`src/hdl/sweep_and_prune_broadphase_defines.svh`:
```
// Shared assertion macros for the broadphase block.
`ifndef SWEEP_AND_PRUNE_BROADPHASE_DEFINES_SVH
`define SWEEP_AND_PRUNE_BROADPHASE_DEFINES_SVH

// Holds at every edge out of reset.
`define SAP_CHECK_ALWAYS(label, expr, msg) \
  label: assert property (@(posedge clk) disable iff (!rst_n) (expr)) else $error(msg);

// Antecedent implies consequent in the same cycle.
`define SAP_CHECK_IMP(label, ante, cons, msg) \
  label: assert property (@(posedge clk) disable iff (!rst_n) (ante) |-> (cons)) else $error(msg);

`endif

```
`src/hdl/sap_ram.sv`:
```
module sap_ram #(
  parameter int WIDTH = 8,
  parameter int DEPTH = 16
) (
  input  logic                     clk,
  input  logic                     we,
  input  logic [$clog2(DEPTH)-1:0] waddr,
  input  logic [WIDTH-1:0]         wdata,
  input  logic [$clog2(DEPTH)-1:0] raddr,
  output logic [WIDTH-1:0]         rdata
);

  logic [WIDTH-1:0] mem [DEPTH];

  always_ff @(posedge clk) begin
    if (we) begin
      mem[waddr] <= wdata;
    end
    rdata <= mem[raddr];
  end

endmodule

```
`config.mk`:
```
export PLATFORM = sky130hd
export DESIGN_NAME = sap_ram
export DESIGN_NICKNAME = d
export VERILOG_FILES = /design/src/hdl/sweep_and_prune_broadphase_defines.svh /design/src/hdl/sap_ram.sv
export SDC_FILE = /design/constraint.sdc
export NUM_CORES = 1
export LEC_CHECK = 0
export ABC_AREA = 1
export BUFFER_PORTS_ARGS = -buffer_cell sky130_fd_sc_hd__buf_2
export CAP_MARGIN = 20
export CORE_MARGIN = 10
export CORE_UTILIZATION = 35
export DETAILED_ROUTE_END_ITERATION = 12
export SYNTH_ARGS = -nofsm -noshare
export SYNTH_HDL_FRONTEND = slang
export SYNTH_SLANG_ARGS = --single-unit
```
`constraint.sdc`:
```
create_clock -name clk -period 2.75 [get_ports clk]
set_clock_uncertainty 0.2 [all_clocks]
set_input_delay 0.275 -clock clk [delete_from_list [all_inputs] [get_ports clk]]
set_output_delay 0.275 -clock clk [all_outputs]
set_load 0.01 [all_outputs]
```
==> results.cfg <==
[cells_and_area]
synthToLayoutAreaGrowth_pct = 13.7
instances_no_fill = 803
final_nets = 592
final_cell_mix = nand2_1 (173), edfxtp_1 (128), inv_1 (100)
final_common_cell = nand2_1
antenna_cells = 0
fin_area_um2 = 6560
drive_gt1_frac = 0.0886

[grt]
gr-total-overflow = 0
antenna_found_initial = 0
grt_pass1_wl_um = 20600
grt_pass1_vias = 3643
grt_use_total = 0.124
grt_max_degree = 65

[clock_tree]
root_buffer = clkbuf_16
cts_made_buffers = 17
post_cts_buffers = 0
cts.clk_slew.worst_paths_ns = 0.05
clock_sinks = 136
cts_tree = done
holdBufCountCts = 0
cts.path.max_buffers = 2
cts-resized-gates = 0
clk_latency_ns = 0.42
htree_levels = 4

[die]
die_w_um = 148
io_pins = 26
dieArea_um2 = 22000
dieHeight_um = 148
start_util = 0.360
row_count = 46
core_um2 = 16000

[routing]
dr.pass1.iters = 5
drc = 0
vias = 3694
routed_wl_um = 13200
wl_per_cell_um = 16.4
wl_met1_um = 5970
vias_per_cell = 4.60
drt_iter0_drc = 333
routed-wl-met3_um = 876
ant_nets = 0
wl_met2_um = 6030
top_layer = met4

[critical_path]
cp-end-kind = flip-flop
reg2reg_depth = 6
crit_family = simple AND/OR/NAND/NOR gates
criticalPathCategory = in -> reg
r2r_start = mem[11][1]
r2r-end = rdata[1]
rrSetupSlack_ns = 1.46
crit_required_ns = 2.60
critPathLaunchType = input pin
cp_slowest_cell = nor2_1
crit_arrival_ns = 1.33
crit_fanout = 8
path_cells = buf_2 -> nand3b_1 -> nor2_1
cpPeakStageDelay_ns = 0.68
critPathBufInv = 1

[timing]
rsz0062_at_grt = false
setup_viol = 0
max-slew-margin-rel = 0.410
tightest_slew_ns = 0.882
finalMaxSlewViolations = 0
setup_tns_ns = 0
period_minus_slack_ns = 1.48
maxClockFrequency_mhz = 677
period_share = 0.537
hold_violations = 0

[yosys]
netlist_instances = 551
syn_area_per_cell_um2 = 10.5
synth_fp_nets = 569
synth-seq-cells = 136
yosys.area.top_type_share = 0.667
yosysUniqueCellTypes = 12
synth_area_leader_cell = edfxtp_1
yosys-top-cells-area = edfxtp_1 (67%), nand2_1 (11%), nand3_1 (8.4%)
yosys_warnings = 0
yosysSeqAreaShare = 0.694
synth_area_um2 = 5770

[power_and_ir_drop]
p_per_area_nw_per_um2 = 708
ir_worst_vdd_mv = 0.491
power.leakage_nw = 2.78
report.power.total_mw = 4.64

[placement]
gp_congestion = 0.876
hpwl_um = 8370
placed_cell_area_um2 = 6030
port_buffers = 25
dpl.cell_count = 771

[min_path]
hp-start = raddr[3]
min_to = rdata[2]
hold_class = in -> reg
whs_path_depth = 3

[run_status]
status = complete, no violations

[job]
maxCapViolCount = 0
[area by class of cell]
| cell class | count | area [µm²] |
|---|---|---|
| flip-flops and latches | 136 | 4000 |
| multi-input cells | 289 | 1210 |
| repair buffers | 28 | 160 |
| clock buffers | 27 | 473 |
| clock inverters | 5 | 51.3 |
| fillers | 1568 | 9450 |
| inverters | 102 | 383 |
| well taps | 216 | 270 |
[kinds of logic (layout without fill, tap and decap cells)]
| kind of cell | after synthesis | after routing | share of synthesized area |
|---|---|---|---|
| flops | 136 | 136 | 0.694 |
| buf+inv | 126 | 162 | 0.0952 |
| simple gates | 289 | 289 | 0.210 |
[cells in the mapped netlist]
| cell | instances |
|---|---|
| dfxtp_1 | 8 |
| buf_4 | 4 |
| inv_1 | 100 |
| buf_1 | 1 |
| nand3_1 | 97 |
| buf_2 | 13 |
| nor2_1 | 17 |
| nand2_1 | 173 |
| buf_6 | 6 |
| inv_2 | 2 |
| edfxtp_1 | 128 |
| nand3b_1 | 2 |
[state kept, by name, summed over array words and instances, names as in the netlist]
| register | count |
|---|---|
| rdata | 8 |
| mem | 128 |
[worst reg2reg max path, delay by kind of cell, from the launching register on]
kind                   cells  cell delay, ns
buffers and inverters      1            0.06
DFF                        1            0.36
and+or+nand+nor            5            0.54
[routing by layer]
| layer | vias up | GRT usage |
|---|---|---|
| met5 | - | 0 |
| met4 | 0 | 0.0585 |
| met3 | 21 | 0.0340 |
| met2 | 137 | 0.190 |
| met1 | 1717 | 0.161 |
| li1 | 1819 | - |
[power breakdown]
group          leakage [nW]  switching (mW)  total [mW]  internal (mW)
registers              1.22          0.0170        2.34           2.32
logic                  1.31           0.201       0.277         0.0758
clock network         0.251           0.773        2.03           1.26
total                  2.78           0.991        4.64           3.65
[through the flow]
stage,hold WS (ns),setup WS [ns],util
3_3_place_gp,0.464,0.871,0.377
3_5_place_dp,0.460,0.818,0.377
5_1_grt,0.0466,1.18,0.410
6_report,0.0380,1.27,0.410
4_1_cts,0.0418,1.29,0.410
2_1_floorplan,0.174,1.32,-
[worst max path at each step]
stage	startpoint	slack, ns	end	cells past startpoint
after floorplan	waddr[2]	1.32	mem[10][0]	2
after global placement	waddr[1]	0.87	mem[13][0]	4
after detailed placement	waddr[3]	0.82	mem[5][5]	3
after CTS	waddr[3]	1.29	mem[5][1]	3
after global routing	waddr[1]	1.18	mem[13][2]	4
final	waddr[3]	1.27	mem[5][5]	3
Power figures use the tool's default switching activity.
